===== src/hdl/mcps_pkg.sv =====
// Shared constants, command codes and status type for the min-cut partition search.
`default_nettype none
package mcps_pkg;
  localparam int MAX_NODES = 16;
  localparam int COST_BITS = 8;
  localparam int NODE_W    = $clog2(MAX_NODES);
  localparam int CNT_W     = NODE_W + 1;
  localparam int ADDR_W    = 2 * NODE_W;
  localparam int CFG_W     = 5;
  localparam int SUM_W     = 16;

  localparam logic IN_LOAD  = 1'b0;
  localparam logic IN_START = 1'b1;

  localparam logic CFG_NODES = 1'b0;
  localparam logic CFG_PARTS = 1'b1;

  typedef enum logic [3:0] {
    DP_NONE,
    DP_LOAD,
    DP_NOFIND,
    DP_INIT,
    DP_DESCEND,
    DP_EVAL_START,
    DP_EVAL_STEP,
    DP_COMMIT,
    DP_RETURN,
    DP_EMIT_START,
    DP_EMIT
  } dp_cmd_t;

  typedef struct packed {
    logic bad;
    logic leaf;
    logic root;
    logic ret_up;
    logic eval_last;
    logic emit_last;
  } dp_stat_t;
endpackage
`default_nettype wire


===== src/hdl/mcps_datapath.sv =====
// Datapath: cost memory, label stack, cut-cost accumulator, best tracking and result registers.
`default_nettype none
module mcps_datapath (
  input  wire logic                      clk,
  input  wire logic                      rst_n,
  input  wire mcps_pkg::dp_cmd_t         cmd,
  output mcps_pkg::dp_stat_t             stat,
  input  wire logic                      cfg_we,
  input  wire logic                      cfg_index,
  input  wire logic [mcps_pkg::CFG_W-1:0] cfg_wdata,
  input  wire logic [mcps_pkg::NODE_W-1:0] in_row,
  input  wire logic [mcps_pkg::NODE_W-1:0] in_col,
  input  wire logic [7:0]                in_cost_value,
  output logic                           out_valid,
  output logic [3:0]                     out_node_index,
  output logic [3:0]                     out_block_label,
  output logic [15:0]                    out_best_cost,
  output logic                           out_found,
  output logic                           out_last
);
  import mcps_pkg::*;

  logic [CFG_W-1:0]     nodes_r, parts_r;
  logic [CFG_W-1:0]     eff;
  logic [CFG_W-1:0]     n_r, k_r, n_dec, eff_m1;
  logic [CNT_W-1:0]     cnt_r [MAX_NODES];
  logic [CNT_W-1:0]     kk_r  [MAX_NODES];
  logic [NODE_W-1:0]    lbl_r [MAX_NODES];
  logic [NODE_W-1:0]    best_lbl_r [MAX_NODES];
  logic [SUM_W-1:0]     best_r;
  logic                 best_vld_r;
  logic [NODE_W-1:0]    r_r, c_r, idx_r;
  logic [SUM_W:0]       acc_r;
  logic [COST_BITS-1:0] mem [MAX_NODES*MAX_NODES];
  logic [COST_BITS-1:0] rdata_r;
  logic                 pv_r, df_r;
  logic [NODE_W-1:0]    p, pd, row_lbl;
  logic [CNT_W-1:0]     cnt_inc, kk_p;
  logic                 br_next, br_open;
  logic [MAX_NODES-1:0] eq_v;
  logic [SUM_W-1:0]     cost;

  assign eff     = (nodes_r > CFG_W'(MAX_NODES)) ? CFG_W'(MAX_NODES) : nodes_r;
  assign eff_m1  = eff - CFG_W'(1);
  assign n_dec   = n_r - CFG_W'(1);
  assign p       = n_r[NODE_W-1:0];
  assign pd      = n_dec[NODE_W-1:0];
  assign cnt_inc = cnt_r[p] + CNT_W'(1);
  assign kk_p    = kk_r[p];
  assign br_next = cnt_inc < kk_p;
  assign br_open = (cnt_inc == kk_p) && (kk_p > CNT_W'(1));
  assign row_lbl = lbl_r[r_r];
  assign cost    = acc_r[SUM_W] ? '1 : acc_r[SUM_W-1:0];

  always_comb begin
    for (int j = 0; j < MAX_NODES; j++) begin
      eq_v[j] = (lbl_r[j] == row_lbl);
    end
  end

  always_comb begin
    stat.bad       = (parts_r == '0) || (parts_r > eff);
    stat.leaf      = (n_r == k_r);
    stat.root      = (n_r == eff);
    stat.ret_up    = !(br_next || br_open);
    stat.eval_last = ({1'b0, r_r} == eff_m1) && ({1'b0, c_r} == eff_m1);
    stat.emit_last = ({1'b0, idx_r} == eff_m1);
  end

  // cost memory: one write port, one registered read port
  always_ff @(posedge clk) begin
    if (cmd == DP_LOAD) begin
      mem[{in_row, in_col}] <= in_cost_value[COST_BITS-1:0];
    end
    rdata_r <= mem[{r_r, c_r}];
  end

  always_ff @(posedge clk) begin
    if (!rst_n) begin
      nodes_r    <= CFG_W'(4);
      parts_r    <= CFG_W'(2);
      best_r     <= '1;
      best_vld_r <= 1'b0;
      pv_r       <= 1'b0;
      out_valid  <= 1'b0;
      n_r        <= '0;
      k_r        <= '0;
      for (int j = 0; j < MAX_NODES; j++) begin
        cnt_r[j] <= '0;
        kk_r[j]  <= '0;
      end
    end else begin
      if (cfg_we) begin
        if (cfg_index == CFG_NODES) nodes_r <= cfg_wdata;
        else parts_r <= cfg_wdata;
      end
      pv_r      <= (cmd == DP_EVAL_STEP);
      out_valid <= (cmd == DP_EMIT) || (cmd == DP_NOFIND);
      if (pv_r && df_r) begin
        acc_r <= acc_r + (SUM_W+1)'(rdata_r);
      end
      case (cmd)
        DP_INIT: begin
          n_r        <= eff;
          k_r        <= parts_r;
          best_r     <= '1;
          best_vld_r <= 1'b0;
          for (int j = 0; j < MAX_NODES; j++) begin
            lbl_r[j] <= NODE_W'(j);
          end
        end
        DP_DESCEND: begin
          cnt_r[pd] <= '0;
          kk_r[pd]  <= k_r;
          lbl_r[pd] <= '0;
          n_r       <= n_dec;
        end
        DP_EVAL_START: begin
          r_r   <= '0;
          c_r   <= '0;
          acc_r <= '0;
        end
        DP_EVAL_STEP: begin
          df_r <= !eq_v[c_r];
          if ({1'b0, c_r} == eff_m1) begin
            c_r <= '0;
            r_r <= r_r + NODE_W'(1);
          end else begin
            c_r <= c_r + NODE_W'(1);
          end
        end
        DP_COMMIT: begin
          if (!best_vld_r || cost < best_r) begin
            best_vld_r <= 1'b1;
            best_r     <= cost;
            for (int j = 0; j < MAX_NODES; j++) begin
              best_lbl_r[j] <= lbl_r[j];
            end
          end
        end
        DP_RETURN: begin
          if (br_next) begin
            cnt_r[p] <= cnt_inc;
            lbl_r[p] <= cnt_inc[NODE_W-1:0];
            k_r      <= kk_p;
          end else if (br_open) begin
            cnt_r[p] <= cnt_inc;
            lbl_r[p] <= kk_p[NODE_W-1:0] - NODE_W'(1);
            k_r      <= kk_p - CNT_W'(1);
          end else begin
            lbl_r[p] <= p;
            n_r      <= n_r + CFG_W'(1);
            k_r      <= kk_p;
          end
        end
        DP_EMIT_START: idx_r <= '0;
        DP_EMIT: begin
          out_node_index  <= idx_r;
          out_block_label <= best_lbl_r[idx_r];
          out_best_cost   <= best_r;
          out_found       <= 1'b1;
          out_last        <= stat.emit_last;
          idx_r           <= idx_r + NODE_W'(1);
        end
        DP_NOFIND: begin
          out_node_index  <= '0;
          out_block_label <= '0;
          out_best_cost   <= '1;
          out_found       <= 1'b0;
          out_last        <= 1'b1;
        end
        default: ;
      endcase
    end
  end
endmodule
`default_nettype wire


===== src/hdl/mcps_ctrl.sv =====
// Controller: sequences loads, the enumeration walk, cut-cost sweeps and result emission.
`default_nettype none
module mcps_ctrl (
  input  wire logic               clk,
  input  wire logic               rst_n,
  input  wire logic               start,
  input  wire logic               in_cmd,
  input  wire mcps_pkg::dp_stat_t stat,
  output mcps_pkg::dp_cmd_t       cmd,
  output logic                    busy
);
  import mcps_pkg::*;

  typedef enum logic [2:0] {
    S_IDLE, S_STEP, S_EVAL, S_DRAIN, S_CMP, S_RET, S_EMIT
  } state_t;

  state_t state_r, state_nxt;

  always_comb begin
    state_nxt = state_r;
    cmd       = DP_NONE;
    unique case (state_r)
      S_IDLE: begin
        if (start) begin
          if (in_cmd == IN_LOAD) begin
            cmd = DP_LOAD;
          end else if (stat.bad) begin
            cmd = DP_NOFIND;
          end else begin
            cmd       = DP_INIT;
            state_nxt = S_STEP;
          end
        end
      end
      S_STEP: begin
        if (stat.leaf) begin
          cmd       = DP_EVAL_START;
          state_nxt = S_EVAL;
        end else begin
          cmd = DP_DESCEND;
        end
      end
      S_EVAL: begin
        cmd = DP_EVAL_STEP;
        if (stat.eval_last) state_nxt = S_DRAIN;
      end
      S_DRAIN: state_nxt = S_CMP;
      S_CMP: begin
        cmd       = DP_COMMIT;
        state_nxt = S_RET;
      end
      S_RET: begin
        if (stat.root) begin
          cmd       = DP_EMIT_START;
          state_nxt = S_EMIT;
        end else begin
          cmd = DP_RETURN;
          if (!stat.ret_up) state_nxt = S_STEP;
        end
      end
      S_EMIT: begin
        cmd = DP_EMIT;
        if (stat.emit_last) state_nxt = S_IDLE;
      end
      default: state_nxt = S_IDLE;
    endcase
  end

  always_ff @(posedge clk) begin
    if (!rst_n) begin
      state_r <= S_IDLE;
      busy    <= 1'b0;
    end else begin
      state_r <= state_nxt;
      busy    <= (state_nxt != S_IDLE);
    end
  end
endmodule
`default_nettype wire


===== src/hdl/min_cut_partition_search.sv =====
// Top level of the exhaustive k-way min-cut partition search.
//
// Usage: an item is taken when start is high and busy is low. With in_cmd low
// the item writes one cost entry (in_row, in_col, in_cost_value) and gives
// no result; busy stays low, so loads can stream one per cycle.
// With in_cmd high the item starts a search over node_count nodes into exactly
// part_count non-empty parts, set beforehand on the cfg port (index 0 nodes,
// index 1 parts).
// A search walks the labelling tree one step a cycle. Every complete labelling
// is costed by sweeping the n*n cost memory one entry a cycle through its
// single read port, then a drain state and a compare state fold the last read
// into the cut and keep the best. After the walk come n results, one per node.
// Results come one per cycle on out_valid with node, label, best cost,
// out_found and out_last; the receiver cannot stall them.
// When part_count is zero or above the node count, one flagged result appears
// in the cycle after the start item and busy never rises.
// Reset restores the registers to 4 nodes and 2 parts and idles the block;
// the cost memory is not cleared and must be loaded before use.
`default_nettype none
module min_cut_partition_search (
  input  wire logic        clk,
  input  wire logic        rst_n,
  input  wire logic        start,
  output logic             busy,
  input  wire logic        in_cmd,
  input  wire logic [3:0]  in_row,
  input  wire logic [3:0]  in_col,
  input  wire logic [7:0]  in_cost_value,
  input  wire logic        cfg_we,
  input  wire logic        cfg_index,
  input  wire logic [4:0]  cfg_wdata,
  output logic             out_valid,
  output logic [3:0]       out_node_index,
  output logic [3:0]       out_block_label,
  output logic [15:0]      out_best_cost,
  output logic             out_found,
  output logic             out_last
);
  import mcps_pkg::*;

  dp_cmd_t  cmd;
  dp_stat_t stat;

  // sequence the walk
  mcps_ctrl u_ctrl (
    .clk    (clk),
    .rst_n  (rst_n),
    .start  (start),
    .in_cmd (in_cmd),
    .stat   (stat),
    .cmd    (cmd),
    .busy   (busy)
  );

  // hold costs, labels and the best partition
  mcps_datapath u_dp (
    .clk             (clk),
    .rst_n           (rst_n),
    .cmd             (cmd),
    .stat            (stat),
    .cfg_we          (cfg_we),
    .cfg_index       (cfg_index),
    .cfg_wdata       (cfg_wdata),
    .in_row          (in_row),
    .in_col          (in_col),
    .in_cost_value   (in_cost_value),
    .out_valid       (out_valid),
    .out_node_index  (out_node_index),
    .out_block_label (out_block_label),
    .out_best_cost   (out_best_cost),
    .out_found       (out_found),
    .out_last        (out_last)
  );

  // a not-found result is always the only one of its run
  a_nofind_last: assert property (@(posedge clk) disable iff (!rst_n)
    out_valid && !out_found |-> out_last)
    else $error("not-found result without last");

  // a load never produces a result
  a_load_quiet: assert property (@(posedge clk) disable iff (!rst_n)
    start && !busy && (in_cmd == IN_LOAD) |=> !out_valid)
    else $error("result after a load");
endmodule
`default_nettype wire


===== config.mk =====
export PLATFORM = sky130hd
export DESIGN_NAME = min_cut_partition_search
export DESIGN_NICKNAME = d
export VERILOG_FILES = /design/src/hdl/mcps_pkg.sv /design/src/hdl/mcps_datapath.sv /design/src/hdl/mcps_ctrl.sv /design/src/hdl/min_cut_partition_search.sv
export SDC_FILE = /design/constraint.sdc
export NUM_CORES = 2
export LEC_CHECK = 0
export BUFFER_PORTS_ARGS = -buffer_cell sky130_fd_sc_hd__buf_2
export CORE_MARGIN = 5
export CORE_UTILIZATION = 50
export DETAILED_ROUTE_END_ITERATION = 10
export GPL_TIMING_DRIVEN = 0
export HOLD_SLACK_MARGIN = 0.08
export PLACE_DENSITY = 0.64
export SLEW_MARGIN = 20
export SYNTH_ARGS = -nofsm -noshare
export SYNTH_HDL_FRONTEND = slang
export SYNTH_SLANG_ARGS = --single-unit

===== constraint.sdc =====
create_clock -name clk -period 7.9 [get_ports clk]
set_input_delay 0.79 -clock clk [delete_from_list [all_inputs] [get_ports clk]]
set_output_delay 0.79 -clock clk [all_outputs]
set_load 0.03 [all_outputs]

==> impl_metrics.csv <==
group,metric,value,unit
run_status,status,"complete, no violations",
cts,clk_pin_slew,0.06,ns
global_route,groute.layer.met3.usage,4.35,%
yosys,synth_edf_count,2392,
setup_path,crit_buf_inv,4,
pwr,irDropWorstVdd,0.000256,V
yosys,ys_async_sr_fraction,0,%
global_route,grt_overflow,0,
global_route,grt-busiest-layer,"met2",
setup_path,rrSetupSlack,1.77,ns
global_route,grt_pass1_wl,368,mm
placed_design,place_congestion,0.912,
placed_design,dp_worst_setup_slack,1.92,ns
route,drc,0,
final_layout,fillers,14600,
yosys,syn_area_per_cell,20.4,um^2
placed_design,hpwl,175,mm
yosys,synth_most_common_cell,"edfxtp_1",
global_route,gr-usage-met1,34.8,%
pwr,powerDensity,302,nW/um^2
setup_path,cp-end-kind,"flop",
yosys,syn_area,99400,um^2
timing,fin_skew,0.0763,ns
setup_path,cpPeakStageDelay,0.64,ns
route,drtIter0Drc,6163,
hold_path,hold_end,"u_dp.nodes_r[2]",
yosys,yosys.area.top_type_share,72.2,%
timing,rsz0062_at_grt,"false",
yosys,yosys_warnings,0,
final_layout,fin_nets,5299,
pwr,total_power,33.8,mW
cts,cts_resized,0,
pwr,leakagePower,35.1,nW
cts,cts_max_path_buffers,3,
cts,hold_buffers,0,
yosys,yosysSeqAreaShare,73.5,%
setup_path,r2r_end,"u_dp.lbl_r[15][0]",
route,ant_nets,0,
cts,numCtsBuffers,240,
timing,relSlewSlack,21.5,%
global_route,grt_usage,24.6,%
route,drt_wl_total,258,mm
die,num_io_pins,55,
global_route,grt_max_degree,130,
setup_path,critPathArrivalTime,6.72,ns
setup_path,worst_path_most_repeated_cell,"buf_2",
setup_path,path_max_fanout,10,
die,rows,163,
timing,hold_viol_final,0,
die,core_area,198000,um^2
hold_path,min_path_cells,3,
yosys,ys_top_cells_by_area,"edfxtp_1 72%, mux4_2 17%, nor2_1 1.7%",
final_layout,area_delta_synth_final,12.5,%
die,start_util,50.3,%
timing,fin_ws,1.77,ns
timing,min_period,6.13,ns
hold_path,hold_class,"input pin to flop",
die,die_w,456,um
timing,setup-violations-final,0,
run,cap_violations,0,
yosys,yosysUniqueCellTypes,85,
yosys,syn_nets,4958,
timing,timing.fmax,0.163,GHz
timing,slew_violations,0,
setup_path,path_cells,"buf_2 > buf_2 > buf_1 > mux4_2 > mux4_2 > ha_1 > xor2_1 > ha_1 > o21a_1 > o21a_1 > o21ai_0 > a21oi_1 > nand2_2 > mux2i_1 > a21boi_2 > buf_2 > nand2_1",
timing,worstMarginPinSlew,1.18,ns
cts,clock-sinks,2455,
route,via_per_inst,6.26,
cts,post-cts-setup-buffer-count,0,
cts,htreeDepth,4,
route,drtPass1Iterations,6,
yosys,yosysTopAreaCell,"edfxtp_1",
cts,cts_root_buf,"clkbuf_16",
route,num_vias,50600,
timing,hold_ws,0.224,ns
setup_path,worst_setup_path_start_kind,"flop",
route,wl_per_cell,31.9,um
final_layout,drive_gt1_share,25.8,%
yosys,synth_commonest_cells,"2392 x edfxtp_1, 766 x mux4_2, 450 x nor2_1",
setup_path,rr_worst_depth,17,
setup_path,critical_path_class,"flop to flop",
cts,cts_tree,"yes",
hold_path,worst_hold_startpoint,"cfg_wdata[2]",
yosys,syn_inst,4884,
timing,fin_crit_sh,77.6,%
global_route,grt_pass1_vias,49700,
die,dieHeight,456,um
yosys,synth_ff_type,"edfxtp_1",
die,die_area,208000,um^2
setup_path,critPathRequiredTime,8.50,ns
placed_design,port_buffers,54,
global_route,grt_util_met2,39.3,%
cts,worstSkewPairLatency,0.89,ns
setup_path,cp_slowest_cell,"a21boi_2",
yosys,synth-seq-cells,2455,
setup_path,cp_top_family,"buffers and inverters",
global_route,antenna_found_initial,19,
[registers in the layout, indices dropped and copies added, names as in the netlist, 5 cells and up, named ones only]
| name | cells |
|---|---|
| u_dp.best_r | 16 |
| u_dp.parts_r | 5 |
| u_dp.best_lbl_r | 64 |
| u_dp.nodes_r | 5 |
| u_dp.acc_r | 17 |
| u_dp.k_r | 5 |
| u_dp.rdata_r | 8 |
| u_dp.kk_r | 80 |
| u_dp.out_best_cost | 16 |
| u_dp.n_r | 5 |
| u_dp.lbl_r | 64 |
| u_dp.cnt_r | 80 |
| u_dp.mem | 2048 |
[routing by layer]
layer | part of all wire, % | vias up
met4 | 3.7 | 4
met2 | 49 | 2519
li1 | - | 20800
met1 | 40 | 26900
met3 | 8.0 | 425
met5 | 0.013 | -
[worst max-delay path by stage]
stage                       endpoint  cells past startpoint       startpoint
2_1_floorplan  u_dp.out_best_cost[0]                     11  u_dp.nodes_r[4]
3_3_place_gp   u_dp.out_best_cost[4]                     10  u_dp.nodes_r[2]
3_5_place_dp       u_dp.lbl_r[11][0]                     17             flop
4_1_cts            u_dp.lbl_r[15][0]                     17             flop
5_1_grt            u_dp.lbl_r[15][0]                     17             flop
6_report           u_dp.lbl_r[15][0]                     17             flop
[area by class of cell]
class	instances	area (um^2)	share of cell area, %
inverter	47	179	0.160
tap	2640	3300	2.95
antenna	12	30.0	0.0268
clock inverter	152	1410	1.26
clock buffer	301	6350	5.68
timing repair buffer	99	1270	1.13
sequential	2455	73100	65.3
multi-input combinational	2099	25000	22.3
buffer	283	1260	1.12
[cell usage in the layout (no fill, tap or decap), drive strengths merged, types with 12 or more instances in the layout]
cell      instances
buf             210
o22a             14
nand2b           22
clkinv          115
nand2           185
o21ai            27
dfxtp            63
bufinv           20
and2             30
a21o             12
clkinvlp         16
o22ai            13
xor2             43
mux2i            27
clkbuf          472
inv              48
xnor2            79
mux4            766
edfxtp         2392
ha               46
and3             73
a21oi            44
nand3            57
nor2b            29
or2              19
nor2            457
diode            12
nor3             25
[worst register-to-register path, cell delays in order, from the launching register on]
cell	delay [ns]
dfxtp_1	0.30
buf_2	0.22
buf_2	0.41
buf_1	0.61
mux4_2	0.42
mux4_2	0.51
ha_1	0.23
xor2_1	0.49
ha_1	0.37
o21a_1	0.11
o21a_1	0.15
o21ai_0	0.28
a21oi_1	0.24
nand2_2	0.22
mux2i_1	0.11
a21boi_2	0.64
buf_2	0.44
nand2_1	0.09
[cell families (layout without fill, tap and decap cells)]
kind of cell,count (synthesis),after routing,synth area share [%]
XOR/XNOR,122,122,1.08
AND/OR/NAND/NOR,933,933,4.24
AO/OA/AOI/OAI,193,193,1.42
multiplexers,804,804,17.7
buffers and inverters,330,882,1.40
flip-flops,2455,2455,73.5
adder cells (fa/ha/maj),47,47,0.599
other,0,12,0
[power breakdown]
part	internal (mW)	switching [mW]
Combinational	3.11	4.59
Clock	6.35	4.93
Sequential	14.6	0.161
Total	24.1	9.68
[through the flow]
step / area (um^2) / instances / util [%] / TNS [ns]
2_1_floorplan: 99400 / 4884 / - / 0
6_report: 112000 / 8088 / 56.6 / 0
3_3_place_gp: 103000 / 7578 / 52.1 / -65.77
3_5_place_dp: 104000 / 7622 / 52.7 / 0
4_1_cts: 112000 / 8075 / 56.6 / 0
5_1_grt: 112000 / 8077 / 56.6 / 0
Power figures use the tool's default switching activity.
